`config.mk`:
```
export PLATFORM = sky130hd
export DESIGN_NAME = bcc_back
export DESIGN_NICKNAME = d
export VERILOG_FILES = /design/src/rtl/core/assert_macros.svh /design/src/rtl/core/bcc_pkg.sv /design/src/rtl/core/bcc_back.sv
export SDC_FILE = /design/constraint.sdc
export NUM_CORES = 1
export LEC_CHECK = 0
export BUFFER_PORTS_ARGS = -buffer_cell sky130_fd_sc_hd__buf_2
export CAP_MARGIN = 10
export CORE_ASPECT_RATIO = 1.4
export CORE_MARGIN = 5
export CORE_UTILIZATION = 39
export DETAILED_ROUTE_END_ITERATION = 12
export HOLD_SLACK_MARGIN = 0.02
export PLACE_DENSITY = 0.59
export SYNTH_ARGS = -nofsm -noshare
export SYNTH_HDL_FRONTEND = slang
export SYNTH_SLANG_ARGS = --single-unit
```
`constraint.sdc`:
```
create_clock -name i_clk -period 4 [get_ports i_clk]
set_input_delay 0.6 -clock i_clk [delete_from_list [all_inputs] [get_ports i_clk]]
set_output_delay 0.6 -clock i_clk [all_outputs]
set_load 0.01 [all_outputs]
```
`src/rtl/core/assert_macros.svh`:
```
// Assertion macros shared by the barycentric weight datapath.
`ifndef ASSERT_MACROS_SVH
`define ASSERT_MACROS_SVH

// Checks a property at every rising clock edge outside reset.
`define BCC_ASSERT(lbl, clk, rstn, prop, msg) \
    lbl: assert property (@(posedge clk) disable iff (!rstn) (prop)) else $error(msg);

// Checks that a condition implies a consequence in the same cycle.
`define BCC_ASSERT_IMPLY(lbl, clk, rstn, ante, cons, msg) \
    `BCC_ASSERT(lbl, clk, rstn, (ante) |-> (cons), msg)

`endif

```
`src/rtl/core/bcc_pkg.sv`:
```
// Package with widths, types and helpers of the barycentric weight datapath.
`timescale 1ns / 1ps
package bcc_pkg;
    localparam int COORD_W   = 12;
    localparam int EDGE_W    = COORD_W + 1;
    localparam int PROD_W    = 2 * EDGE_W;
    localparam int CROSS_W   = PROD_W + 1;
    localparam int MAG_W     = CROSS_W - 1;
    localparam int FRAC_BITS = 16;
    localparam int NUM_W     = MAG_W + FRAC_BITS;
    localparam int QUO_W     = NUM_W + 1;
    localparam int SUM_W     = QUO_W + 2;
    localparam int WGT_W     = 32;

    localparam logic signed [SUM_W-1:0] ONE_Q16 = SUM_W'(1) <<< FRAC_BITS;
    localparam logic signed [SUM_W-1:0] WGT_MAX = SUM_W'({1'b0, {(WGT_W-1){1'b1}}});
    localparam logic signed [SUM_W-1:0] WGT_MIN = -WGT_MAX - SUM_W'(1);

    typedef struct packed {
        logic [MAG_W-1:0] divisor;
        logic [MAG_W-1:0] rem_u;
        logic [MAG_W-1:0] rem_v;
        logic [NUM_W-1:0] dq_u;
        logic [NUM_W-1:0] dq_v;
        logic             neg_u;
        logic             neg_v;
        logic             degen;
    } t_div_word;

    function automatic logic signed [WGT_W-1:0] sat_wgt(input logic signed [SUM_W-1:0] x);
        logic signed [WGT_W-1:0] r;
        if (x > WGT_MAX) begin
            r = {1'b0, {(WGT_W-1){1'b1}}};
        end else if (x < WGT_MIN) begin
            r = {1'b1, {(WGT_W-1){1'b0}}};
        end else begin
            r = x[WGT_W-1:0];
        end
        return r;
    endfunction
endpackage

```
`src/rtl/core/bcc_back.sv`:
```
// Back stages: quotient signs, weight w and saturation into the output register.
`timescale 1ns / 1ps
module bcc_back (
    input  logic                            i_clk,
    input  logic                            i_rst_n,
    input  logic                            i_en,
    input  logic                            i_valid,
    input  bcc_pkg::t_div_word              i_word,
    output logic                            o_valid,
    output logic signed [bcc_pkg::WGT_W-1:0] o_u,
    output logic signed [bcc_pkg::WGT_W-1:0] o_v,
    output logic signed [bcc_pkg::WGT_W-1:0] o_w,
    output logic                            o_degen
);
    import bcc_pkg::*;

    logic                    r_v1, r_v2;
    logic signed [QUO_W-1:0] r_qu, r_qv;
    logic                    r_degen1;
    logic signed [QUO_W-1:0] n_qu, n_qv;
    logic signed [SUM_W-1:0] n_su, n_sv, n_sw;

    always_comb begin
        n_qu = $signed({1'b0, i_word.dq_u});
        n_qv = $signed({1'b0, i_word.dq_v});
        if (i_word.neg_u) begin
            n_qu = -n_qu;
        end
        if (i_word.neg_v) begin
            n_qv = -n_qv;
        end
        n_su = SUM_W'(r_qu);
        n_sv = SUM_W'(r_qv);
        n_sw = ONE_Q16 - n_su - n_sv;
    end

    always_ff @(posedge i_clk) begin
        if (!i_rst_n) begin
            r_v1 <= 1'b0;
            r_v2 <= 1'b0;
        end else if (i_en) begin
            r_v1 <= i_valid;
            r_v2 <= r_v1;
        end
    end

    always_ff @(posedge i_clk) begin
        if (i_en) begin
            r_qu     <= n_qu;
            r_qv     <= n_qv;
            r_degen1 <= i_word.degen;
            o_u      <= r_degen1 ? '0 : sat_wgt(n_su);
            o_v      <= r_degen1 ? '0 : sat_wgt(n_sv);
            o_w      <= r_degen1 ? '0 : sat_wgt(n_sw);
            o_degen  <= r_degen1;
        end
    end

    assign o_valid = r_v2;
endmodule

```
# After elaboration in Yosys (flattened, before gate mapping)
# Cells that the tools add are included.
word_totals:
  input_bits: 169
  word_cells: 35
  out_inout_bits: 98
  regBits: 186
classes:
  reduce_logical: 3
  n_mux: 8
  add_sub_neg: 4
  order_cmp: 6
ops:
  columns: ["cell", "count"]
  rows:
  - ["2-to-1 mux 32 bit", 3]
  - ["2-to-1 mux 31 bit", 3]
  - ["> comparator 43 x 32 -> 1 bit, second input constant", 2]
  - ["less-than comparator 43 x 32 -> 1 bit, second input constant", 2]
  - ["negator 42 -> 43 bit", 2]
  - ["2-to-1 mux 42 bit", 2]
  - ["> comparator 45 x 32 -> 1 bit, second input constant", 1]
  - ["less-than comparator 45 x 32 -> 1 bit, second input constant", 1]
  - ["subtractor 44 x 43 -> 45 bit", 1]
  - ["subtractor 18 x 43 -> 44 bit, first input constant", 1]
  - ["OR reduction 2 bit", 3]

# Depth between registers and ports, before layout
# Gate-level depths: netlist of the first run.
depth:
  word_depth: 5
  depth_mapped: 16
  ltp_nobuf: 15

# Worst setup path after synthesis of the first run
# Ideal clock, no wire load.
synth_timing:
  path_kind: "register to register"
  start: "register r_qu[1]"
  end: "register o_w[12] in the netlist's numbering, data pin"
  setup_slack_ps: -194
  synth_period_minus_slack_ps: 4194
  setup_time_ps: 152
  arrival_ps: 4042
  required_ps: 3848
  stages_incl_launch_ff: 17
  cell_sequence: "edfxtp_1 > ha_1 > inv_1 > ha_1 > fa_1 > a211oi_1 > o21ai_0 > nor3b_1 > nor3_1 > a2111oi_0 > nor3_1 > or4b_1 > nor4_1 > a41oi_1 > or2_2 > clkbuf_1 > o21ai_0"
synth_via:
  elab_chain_len: 5
synth_lines:
  columns: ["item", "line", "source"]
  rows:
  - ["from (decl)", "bcc_back.sv:18", "logic signed [QUO_W-1:0] r_qu, r_qv;"]
  - ["from (signal assigned)", "bcc_back.sv:49", "r_qu <= n_qu;"]
  - ["subtractor 18 x 43 -> 44 bit (*)", "bcc_back.sv:34", "n_sw = ONE_Q16 - n_su - n_sv;"]
  - ["subtractor 44 x 43 -> 45 bit (*)", "bcc_back.sv:34", null]
  - ["less-than comparator 45 x 32 -> 1 bit", "bcc_pkg.sv:34", "end else if (x < WGT_MIN) begin"]
  - ["2-to-1 mux 32 bit", "bcc_pkg.sv:34", null]
  - ["2-to-1 mux 31 bit (*)", "bcc_pkg.sv:32", "if (x > WGT_MAX) begin"]
  - ["to (signal assigned)", "bcc_back.sv:54", "o_w <= r_degen1 ? '0 : sat_wgt(n_sw);"]
  - ["to (decl)", "bcc_back.sv:12", "output logic signed [bcc_pkg::WGT_W-1:0] o_w,"]
# Every way passes the cells marked *; elsewhere a longest branch is shown, timed or not.
# A chain may end at the register's enable or synchronous reset.

# Worst setup path in the final report of the first run
layout_timing:
  start: "register r_qu[6]"
  end: "register o_w[30] in the netlist's numbering, data pin"
# The elaborated chain is that of the path after synthesis.

==> flow_metrics.py, run 1 <==
metrics = {
    "run_status": {
        "status": "finished with violations",
        "violations": "setup timing",
    },
    "sta": {
        "fin_crit_sh_pct": 104,
        "rsz0062_at_grt": "true",
        "drv_slew": 0,
        "finalHoldViolCount": 0,
        "finalSetupViolCount": 31,
        "setup_tns_ns": -2.83,
        "worstMarginPinSlew_ns": 0.731,
        "hold_ws_ns": 0.335,
        "clock.fmax_mhz": 240,
        "worst_clock_skew_ns": 0.0159,
        "finalCriticalPeriod_ns": 4.16,
        "fin_ws_ns": -0.163,
        "maxSlewHeadroom_pct": 50.7,
    },
    "logic_synthesis": {
        "async_reset_ff_share_pct": 0,
        "synth_cell_type_count": 68,
        "syn_inst": 1172,
        "yosys-top-cells-area": "edfxtp_1 (47%), ha_1 (9.4%), xnor2_1 (7.0%), nor2_1 (5.0%), o21ai_0 (4.2%)",
        "ys.flop_type": "edfxtp_1",
        "synth_fa_ha_area_share_pct": 9.57,
        "synth_area_leader_cell": "edfxtp_1",
        "syn_nets": 1430,
        "synth_top_family_by_area": "simple AND/OR/NAND/NOR gates",
        "synthMuxAreaShare_pct": 0.267,
        "synth_compound_area_share_pct": 14.1,
        "yosys.area_share.simple_pct": 15.4,
        "yosys.area.top_type_share_pct": 47.2,
        "synth_area_um2": 11700,
        "synth-seq-cells": 186,
        "synth_xor_area_share_pct": 8.53,
        "synth_edf_count": 184,
        "yosysWarnings": 0,
        "avgSynthCellArea_um2": 9.99,
        "yosysSeqAreaShare_pct": 47.5,
    },
    "detailed_routing": {
        "drt-total-wl_um": 32100,
        "detail-route-antenna-nets": 0,
        "wire_per_inst_um": 16.6,
        "route.detailed.vias_per_inst": 5.05,
        "num_vias": 9748,
        "drtPass1Iterations": 5,
        "drc": 0,
        "drt-initial-drc-count": 435,
    },
    "clocking": {
        "clockBufferDepth": 2,
        "cts.clk_slew.worst_paths_ns": 0.07,
        "cts_tree": "yes",
        "cts_buffers": 17,
        "cts.sinks": 186,
        "htreeDepth": 4,
        "cts_root_buf": "clkbuf_16",
        "insertion_delay_ns": 0.46,
    },
    "grt": {
        "grt_overflow_total": 0,
        "antenna_found_initial": 10,
        "grt_max_degree": 78,
        "track_usage_pct": 19.4,
        "grt_pass1_vias": 9733,
        "grt_pass1_wl_um": 51600,
    },
    "critical_path": {
        "worst_ep_arrival_time_ns": 4.47,
        "critPathKind": "reg -> reg",
        "startpoint_type": "flip-flop",
        "end_kind": "flip-flop",
        "crit_fanout": 8,
        "worstPathRequired_ns": 4.30,
    },
    "placed_design": {
        "dp_slack_ns": -0.633,
        "place_congestion": 0.864,
        "io_buffers": 188,
        "hpwl_um": 25600,
    },
    "power": {
        "irDropWorstVdd_v": 0.000339,
        "intPower_mw": 4.62,
        "swShare_pct": 33.9,
        "leakagePower_nw": 6.58,
        "share_comb_of_total_power_pct": 39.6,
        "seq_power_share_pct": 35.9,
        "clock_power_share_pct": 24.5,
        "switching_power_mw": 2.37,
        "power_density_nw_per_um2": 456,
    },
    "die": {
        "rows": 75,
        "core_um2": 29800,
        "fp.dieW_um": 156,
        "start_util_pct": 39.2,
        "die_y_um": 215,
        "dieArea_um2": 33600,
        "io_pins": 267,
    },
    "worst_hold_path": {
        "min_path_type": "in -> reg",
    },
    "final_layout": {
        "num-nets-final": 1788,
        "layout-drive-gt1-share_pct": 31.1,
        "area_growth_pct": 30.9,
    },
    "job": {
        "maxCapViolCount": 0,
    },
}
-- power groups by stage --
stage / Combinational [mW] / Sequential (mW) / Clock (mW)
2_1_floorplan: 1.32 / 2.59 / 0
3_3_place_gp: 2.54 / 2.55 / 0
3_5_place_dp: 2.56 / 2.55 / 0
4_1_cts: 2.73 / 2.51 / 1.75
5_1_grt: 3.08 / 2.53 / 1.84
6_report: 2.77 / 2.51 / 1.71
-- through the flow --
stage	total power [mW]	utilization (%)	std cells	instance area [um^2]
floorplan	3.91	-	1172	11700
global placement	5.08	48.3	1887	14400
detailed placement	5.11	48.3	1887	14400
CTS	7.00	51.1	1926	15200
global route	7.45	51.3	1930	15300
finish	6.99	51.3	1930	15300
-- worst max-delay path, stage by stage, from the launching register on --
cell and delay (ns):
edfxtp_1 0.40, inv_1 0.11, ha_1 0.24, ha_1 0.33, buf_4 0.16, nor3_1 0.24
nor2_1 0.12, a41oi_2 0.23, a21o_1 0.20, a211oi_2 0.13, o21a_1 0.23, or4b_2 0.63
o2111ai_2 0.17, a41oi_2 0.19, buf_4 0.19, or2_4 0.32, o21ai_1 0.13
-- layer usage --
| layer | vias up | share of wire (%) | global-route usage, % |
|---|---|---|---|
| li1 | 4944 | - | - |
| met1 | 4481 | 44 | 25.5 |
| met2 | 244 | 48 | 31.7 |
| met3 | 65 | 5.2 | 3.94 |
| met4 | 14 | 2.9 | 7.21 |
| met5 | - | 0.21 | 0 |
-- layout by cell type (no fill, tap or decap), drive strengths merged, types with 3 or more instances in the layout --
| cell | count |
|---|---|
| a211oi | 7 |
| a21o | 10 |
| a21oi | 54 |
| a31oi | 6 |
| and2 | 4 |
| and3 | 5 |
| buf | 379 |
| clkbuf | 18 |
| clkinv | 4 |
| edfxtp | 184 |
| ha | 88 |
| inv | 111 |
| nand2 | 76 |
| nand2b | 7 |
| nand3 | 12 |
| nand4 | 18 |
| nor2 | 158 |
| nor2b | 3 |
| nor3 | 23 |
| nor3b | 7 |
| nor4 | 11 |
| o211ai | 9 |
| o21a | 10 |
| o21ai | 100 |
| o21bai | 3 |
| o22ai | 3 |
| o31ai | 23 |
| o41ai | 11 |
| or2 | 8 |
| or3 | 17 |
| or4 | 19 |
| or4b | 3 |
| xnor2 | 94 |
| xor2 | 20 |
-- worst paths after layout --
path                            slack [ns]        to  cells past startpoint      start
worst max register to register       -0.16   o_w[30]                     16    r_qu[6]
worst max-delay path                 -0.16   o_w[30]                     16    r_qu[6]
worst min-delay path                  0.33  r_degen1                      1  i_word[0]
worst min register to register        0.52      r_v1                      2       r_v1
-- cell type report --
| cell class | count | area [um^2] |
|---|---|---|
| Fill cell | 2792 | 14500 |
| Inverter | 103 | 387 |
| Timing Repair Buffer | 379 | 2410 |
| Multi-Input combinational cell | 843 | 5880 |
| Clock buffer | 18 | 429 |
| Antenna cell | 2 | 5.00 |
| Sequential cell | 186 | 5570 |
| Clock inverter | 14 | 156 |
| Tap cell | 385 | 482 |
-- sequential cells by signal, summed over array words and instances (netlist names) --
signal    flops
r_qu         43
r_qv         43
o_u          32
o_v          32
o_w          32
o_degen       1
o_valid       1
r_degen1      1
r_v1          1
-- cell usage after synthesis (all sizes together) (5+ instances only) --
library cell and n:
xor2 20, nor4 11, o31ai 23, ha 88, nand2 76, a31oi 6
nand3 12, inv 103, or2 6, nor3 23, o41ai 11, nor3b 7
nand4 18, a21oi 54, edfxtp 184, or4 19, o21ai 100, nor2 158
clkbuf 41, a211oi 7, nand2b 7, a21o 10, and3 5, o21a 10
or3 17, xnor2 94, o211ai 9
-- cells by family (layout without fill, tap and decap cells) --
family,Yosys count,in the layout
mux,3,3
fa+ha+maj,89,89
compound gates,262,262
flops,186,186
buf+inv,145,514
other cells,0,2
simple gates,373,375
xor+xnor,114,114
-- timing repair --
item / CTS / global route
gates cloned: 2 / 0
setup buffers: 5 / 2
resized for setup: 66 / 18
endpoints found under the setup margin: 31 / 31
hold buffers: 0 / 0
pin swaps: 19 / 24
No activity file was read; power rests on OpenSTA's default activity.
==> inputs of run 2 (changes only) <==
Settings changed: CORE_UTILIZATION 39 to 50, PLACE_DENSITY 0.59 to 0.74, SETUP_SLACK_MARGIN set to 0.3.
==> run 2 against run 1 <==
- the run still ends with setup timing left
- maximum frequency down 1.7%
- worst setup slack worse by 0.070 ns
- count of clock-buffer cells in the layout unchanged
- sequential share of layout area up 0.53 points
- final cell count down 6.6%
- largest cell class unchanged
- critical endpoint is now o_w[7]
- hold slack better by 0.0063 ns
- clock skew down 0.0015 ns
- sequential power about the same
- design area down 1.4%
- via count up 1.8%
==> flow_metrics.py, run 2 (synthesized netlist as in run 1, its figures left out) <==
metrics = {
    "grt": {
        "grt-busiest-layer": "met2",
        "antenna_found_initial": 5,
        "grt_use_met1_pct": 27.8,
        "grt_max_degree": 80,
        "grt_pass1_vias": 9552,
        "track_usage_pct": 22.5,
        "grt_util_met2_pct": 38.8,
        "grt_pass1_wl_um": 47900,
        "grt_util_met3_pct": 4.53,
        "grt_overflow_total": 0,
    },
    "final_layout": {
        "num-nets-final": 1741,
        "finalNonFillerCells": 1802,
        "layout_commonest_cell": "buf_2",
        "mostFrequentLayoutCells": "buf_2 (185), edfxtp_1 (184), nor2_1 (157)",
        "fin_util_pct": 65.1,
        "layout-drive-gt1-share_pct": 30.5,
        "n_antenna_cell": 0,
        "area_growth_pct": 29.0,
        "fillers": 1831,
        "largestRegisters": "r_qu (43), r_qv (43)",
    },
    "clocking": {
        "htreeDepth": 4,
        "cts_root_buf": "clkbuf_16",
        "cts_tree": "yes",
        "insertion_delay_ns": 0.45,
        "cts.clk_slew.worst_paths_ns": 0.07,
        "cts.sinks": 186,
        "clockBufferDepth": 2,
        "cts_buffers": 17,
    },
    "critical_path": {
        "crit_fanout": 5,
        "critPathKind": "reg -> reg",
        "reg2reg_slack_ns": -0.23,
        "startpoint_type": "flip-flop",
        "end_kind": "flip-flop",
        "worstPathRequired_ns": 4.19,
        "worst_ep_arrival_time_ns": 4.43,
    },
    "sta": {
        "worst_clock_skew_ns": 0.0143,
        "rsz0062_at_grt": "true",
        "drv_slew": 0,
        "finalHoldViolCount": 0,
        "finalSetupViolCount": 31,
        "worstMarginPinSlew_ns": 0.771,
        "fin_ws_ns": -0.233,
        "clock.fmax_mhz": 236,
        "fin_crit_sh_pct": 106,
        "maxSlewHeadroom_pct": 48.6,
        "finalCriticalPeriod_ns": 4.23,
    },
    "die": {
        "core_um2": 23200,
        "start_util_pct": 50.5,
        "fp.dieW_um": 139,
        "io_pins": 267,
        "die_y_um": 191,
        "rows": 66,
        "dieArea_um2": 26600,
    },
    "placed_design": {
        "placedCellCount": 1743,
        "hpwl_um": 23500,
        "io_buffers": 188,
        "place_congestion": 0.912,
    },
    "worst_hold_path": {
        "min_path_type": "in -> reg",
    },
    "detailed_routing": {
        "detail-route-antenna-nets": 0,
        "drc": 0,
        "route.detailed.vias_per_inst": 5.51,
        "drt-total-wl_um": 31200,
        "drtPass1Iterations": 6,
        "wire_per_inst_um": 17.3,
        "drt-initial-drc-count": 768,
        "num_vias": 9921,
    },
    "power": {
        "clock_power_share_pct": 24.8,
        "irDropWorstVdd_v": 0.000340,
        "switching_power_mw": 2.41,
        "leakagePower_nw": 6.49,
        "seq_power_share_pct": 35.5,
        "share_comb_of_total_power_pct": 39.7,
        "intPower_mw": 4.65,
        "power_density_nw_per_um2": 468,
        "swShare_pct": 34.2,
    },
    "job": {
        "maxCapViolCount": 0,
    },
    "run_status": {
        "status": "finished with violations",
        "violations": "setup timing",
    },
}
==> run 2: cell count changes in the layout (fill, tap and decap cells not counted), moves of 3 or more <==
| cell | change |
|---|---|
| o21ai_2 | +18 |
| buf_4 | -50 |
| a21oi_2 | +3 |
| nor3b_1 | -3 |
| o21ai_1 | -21 |
==> run 2: area by class of cell <==
| class | count | area, um^2 | area share (%) |
|---|---|---|---|
| clock inverter | 14 | 178 | 1.18 |
| multi-input combinational | 844 | 6050 | 40.1 |
| inverter | 103 | 387 | 2.56 |
| sequential | 186 | 5570 | 36.9 |
| tap | 306 | 383 | 2.54 |
| timing repair buffer | 331 | 2110 | 14.0 |
| clock buffer | 18 | 429 | 2.84 |
==> run 2: routing by layer <==
metal  up-vias  part of all wire, %
li1       4859                    -
met1      4680                   41
met2       290                   50
met3        82                  5.1
met4        10                  3.7
met5         -                 0.26
==> run 2: worst max-delay path, stage by stage (launching register included) <==
cell and delay [ns]:
edfxtp_1 0.44, ha_1 0.32, inv_2 0.05, ha_4 0.16, fa_2 0.39, a211oi_4 0.29
o21ai_4 0.12, buf_4 0.14, buf_4 0.12, buf_4 0.13, buf_4 0.13, buf_4 0.12
buf_4 0.13, buf_4 0.13, buf_4 0.12, buf_4 0.13, buf_4 0.13, buf_4 0.13
buf_4 0.12, buf_4 0.12, buf_4 0.12, buf_4 0.12, buf_4 0.13, xnor2_2 0.12
o21ai_1 0.08
==> run 2: worst paths after layout <==
kind | from | end | cells after the start
hold reg to reg | o_valid | o_valid | 2
hold / removal | i_word[0] | r_degen1 | 1
setup reg to reg | r_qu[1] | o_w[7] | 24
setup / recovery | r_qu[1] | o_w[7] | 24
==> run 2: metrics by stage <==
| step | setup TNS (ns) | hold WS (ns) | power (mW) | cell area (um^2) | setup WS [ns] |
|---|---|---|---|---|---|
| 6_report | -4.53 | 0.341 | 7.06 | 15100 | -0.233 |
| 5_1_grt | -7.18 | 0.322 | 7.45 | 15100 | -0.274 |
| 4_1_cts | -2.42 | 0.325 | 6.83 | 14800 | -0.0923 |
| 3_5_place_dp | -10.27 | 0.513 | 4.94 | 13900 | -0.355 |
| 3_3_place_gp | -5.66 | 0.494 | 4.89 | 13900 | -0.261 |
| 2_1_floorplan | -0.0576 | 0.482 | 3.97 | 11800 | -0.0576 |
==> run 2: timing repair <==
item | in CTS | in global routing
hold buffers | 0 | 0
resized for setup | 30 | 44
setup buffers | 17 | 4
pin swaps | 7 | 7
endpoints found under the setup margin | 35 | 36
gates cloned | 2 | 4
==> run 2: power groups by stage <==
stage	clock, mW	sequential [mW]	combinational, mW
floorplan	0	2.59	1.38
finish	1.75	2.51	2.80
CTS	1.77	2.51	2.56
global placement	0	2.54	2.35
global route	1.87	2.53	3.05
detailed placement	0	2.55	2.39
==> inputs of run 3 (changes only) <==
Settings changed: CORE_ASPECT_RATIO 1.4 to 0.5.
==> run 3 against run 2 <==
- the run still ends with setup timing left
- non-clock buffer count fell by 2
- hold slack improved by 0.0013 ns
- combinational power increased by 3%
- sequential share of layout area grew 0.070 points
- critical endpoint is now o_w[29]
- largest power group unchanged
- highest routed layer is now met4
==> flow_metrics.py, run 3 (synthesized netlist as in run 1, its figures left out) <==
metrics = {
    "run_status": {
        "status": "finished with violations",
        "violations": "setup timing",
    },
    "detailed_routing": {
        "drtPass1Iterations": 5,
        "drt-total-wl_um": 36200,
        "route.detailed.vias_per_inst": 5.65,
        "drc": 0,
        "wire_per_inst_um": 20.0,
        "drt-initial-drc-count": 1097,
        "detail-route-antenna-nets": 0,
        "num_vias": 10200,
    },
    "grt": {
        "grt_util_met2_pct": 38.0,
        "grt_pass1_vias": 9506,
        "grt_use_met1_pct": 41.1,
        "grt_max_degree": 104,
        "grt-busiest-layer": "met1",
        "antenna_found_initial": 3,
        "grt_util_met3_pct": 4.86,
        "grt_overflow_total": 0,
        "grt_pass1_wl_um": 54700,
        "track_usage_pct": 26.2,
    },
    "sta": {
        "fin_ws_ns": -0.173,
        "finalHoldViolCount": 0,
        "setup_tns_ns": -4.69,
        "worst_clock_skew_ns": 0.0168,
        "clock.fmax_mhz": 240,
        "finalSetupViolCount": 31,
        "fin_crit_sh_pct": 104,
        "rsz0062_at_grt": "true",
        "drv_slew": 0,
        "maxSlewHeadroom_pct": 37.8,
        "worstMarginPinSlew_ns": 0.932,
        "finalCriticalPeriod_ns": 4.17,
    },
    "critical_path": {
        "critPathMaxStageDelay_ns": 0.51,
        "worst_ep_arrival_time_ns": 4.46,
        "critical-path-slowest-cell": "or4b_4",
        "crit_start": "r_qu[1]",
        "cp_cell_sequence": "ha_1, inv_1, ha_2, fa_2, a211oi_2, o21ai_2, o211ai_1, nand4_1, nand2_1, xor2_1, or4b_4, nor4_4, a41oi_4, or2_4, o21ai_1",
        "r2r-start": "r_qu[1]",
        "crit_family": "simple AND/OR/NAND/NOR gates",
        "crit_fanout": 8,
        "path_buf_inv": 1,
        "startpoint_type": "flip-flop",
        "end_kind": "flip-flop",
        "critPathKind": "reg -> reg",
        "worstPathRequired_ns": 4.29,
    },
    "clocking": {
        "cts_buffers": 17,
        "clockBufferDepth": 2,
        "htreeDepth": 4,
        "cts_root_buf": "clkbuf_16",
        "cts_tree": "yes",
        "cts.sinks": 186,
        "insertion_delay_ns": 0.45,
        "cts.clk_slew.worst_paths_ns": 0.08,
        "ctsHoldBuffers": 0,
    },
    "die": {
        "rows": 39,
        "start_util_pct": 51.1,
        "io_pins": 267,
        "die_y_um": 118,
        "dieArea_um2": 26800,
        "fp.dieW_um": 226,
        "core_um2": 22900,
    },
    "final_layout": {
        "mostFrequentLayoutCells": "buf_2 (185), edfxtp_1 (184), nor2_1 (156)",
        "area_growth_pct": 28.7,
        "layout-drive-gt1-share_pct": 29.9,
        "largestRegisters": "r_qu (43), r_qv (43)",
        "design_area_um2": 15100,
        "layout_commonest_cell": "buf_2",
        "num-nets-final": 1739,
    },
    "power": {
        "leakagePower_nw": 6.46,
        "irDropWorstVdd_v": 0.000241,
        "power_density_nw_per_um2": 475,
    },
    "placed_design": {
        "placed_area_um2": 13900,
        "hpwl_um": 27900,
        "io_buffers": 188,
        "place_congestion": 0.942,
    },
    "worst_hold_path": {
        "min_path_type": "in -> reg",
        "min_from": "i_word[0]",
    },
    "job": {
        "maxCapViolCount": 0,
    },
}
run 3: changes by cell type in the layout (fill, tap and decap cells not counted), sizes merged:
cell,change
diode,+3
clkinvlp,+1
clkbuf,-1
buf,-1
inv,+2
clkinv,-3
run 3: per-stage QoR:
stage / utilization [%] / std cells / setup slack (ns) / power, mW / hold WS (ns)
2_1_floorplan: - / 1172 / -0.0576 / 3.97 / 0.482
3_3_place_gp: 60.8 / 1752 / -0.204 / 5.02 / 0.494
3_5_place_dp: 60.8 / 1752 / -0.253 / 5.08 / 0.509
4_1_cts: 64.1 / 1792 / -0.176 / 6.91 / 0.316
5_1_grt: 65.7 / 1804 / -0.337 / 7.52 / 0.320
6_report: 65.7 / 1804 / -0.173 / 7.16 / 0.342
run 3: report_power, final:
group	switching, mW	total, mW	internal (mW)
clock	0.816	1.77	0.949
combinational	1.62	2.87	1.25
sequential	0.111	2.53	2.42
run 3: per-layer routing:
layer	wire, um	share of wire [%]
met5	0	0
met4	591	1.6
met3	3280	9.1
met2	15400	43
met1	16900	47
run 3: worst reg2reg max path, stage by stage, from the launching register on:
cell and delay, ns:
edfxtp_1 0.48, ha_1 0.33, inv_1 0.04, ha_2 0.19
fa_2 0.38, a211oi_2 0.22, o21ai_2 0.12, o211ai_1 0.33
nand4_1 0.22, nand2_1 0.13, xor2_1 0.11, or4b_4 0.51
nor4_4 0.22, a41oi_4 0.23, or2_4 0.36, o21ai_1 0.14
run 3: cell type report:
class	instances	area (um^2)
fill	1787	7860
multi-input combinational	844	6020
clock inverter	14	170
timing repair buffer	329	2110
tap	307	384
sequential	186	5570
antenna	3	7.51
inverter	103	387
clock buffer	18	429
run 3: timing repair:
| action | in CTS | in global routing |
|---|---|---|
| cloned | 3 | 2 |
| pin swaps | 11 | 17 |
| setup endpoints to repair | 34 | 39 |
| gates resized for setup | 19 | 56 |
| buffers inserted | 5 | 5 |
run 3: final timing paths:
path,end,cells after the start,slack (ns)
max,o_w[29],15,-0.17
min,r_degen1,1,0.34
max reg2reg,o_w[29],15,-0.17
min reg2reg,o_valid,2,0.52
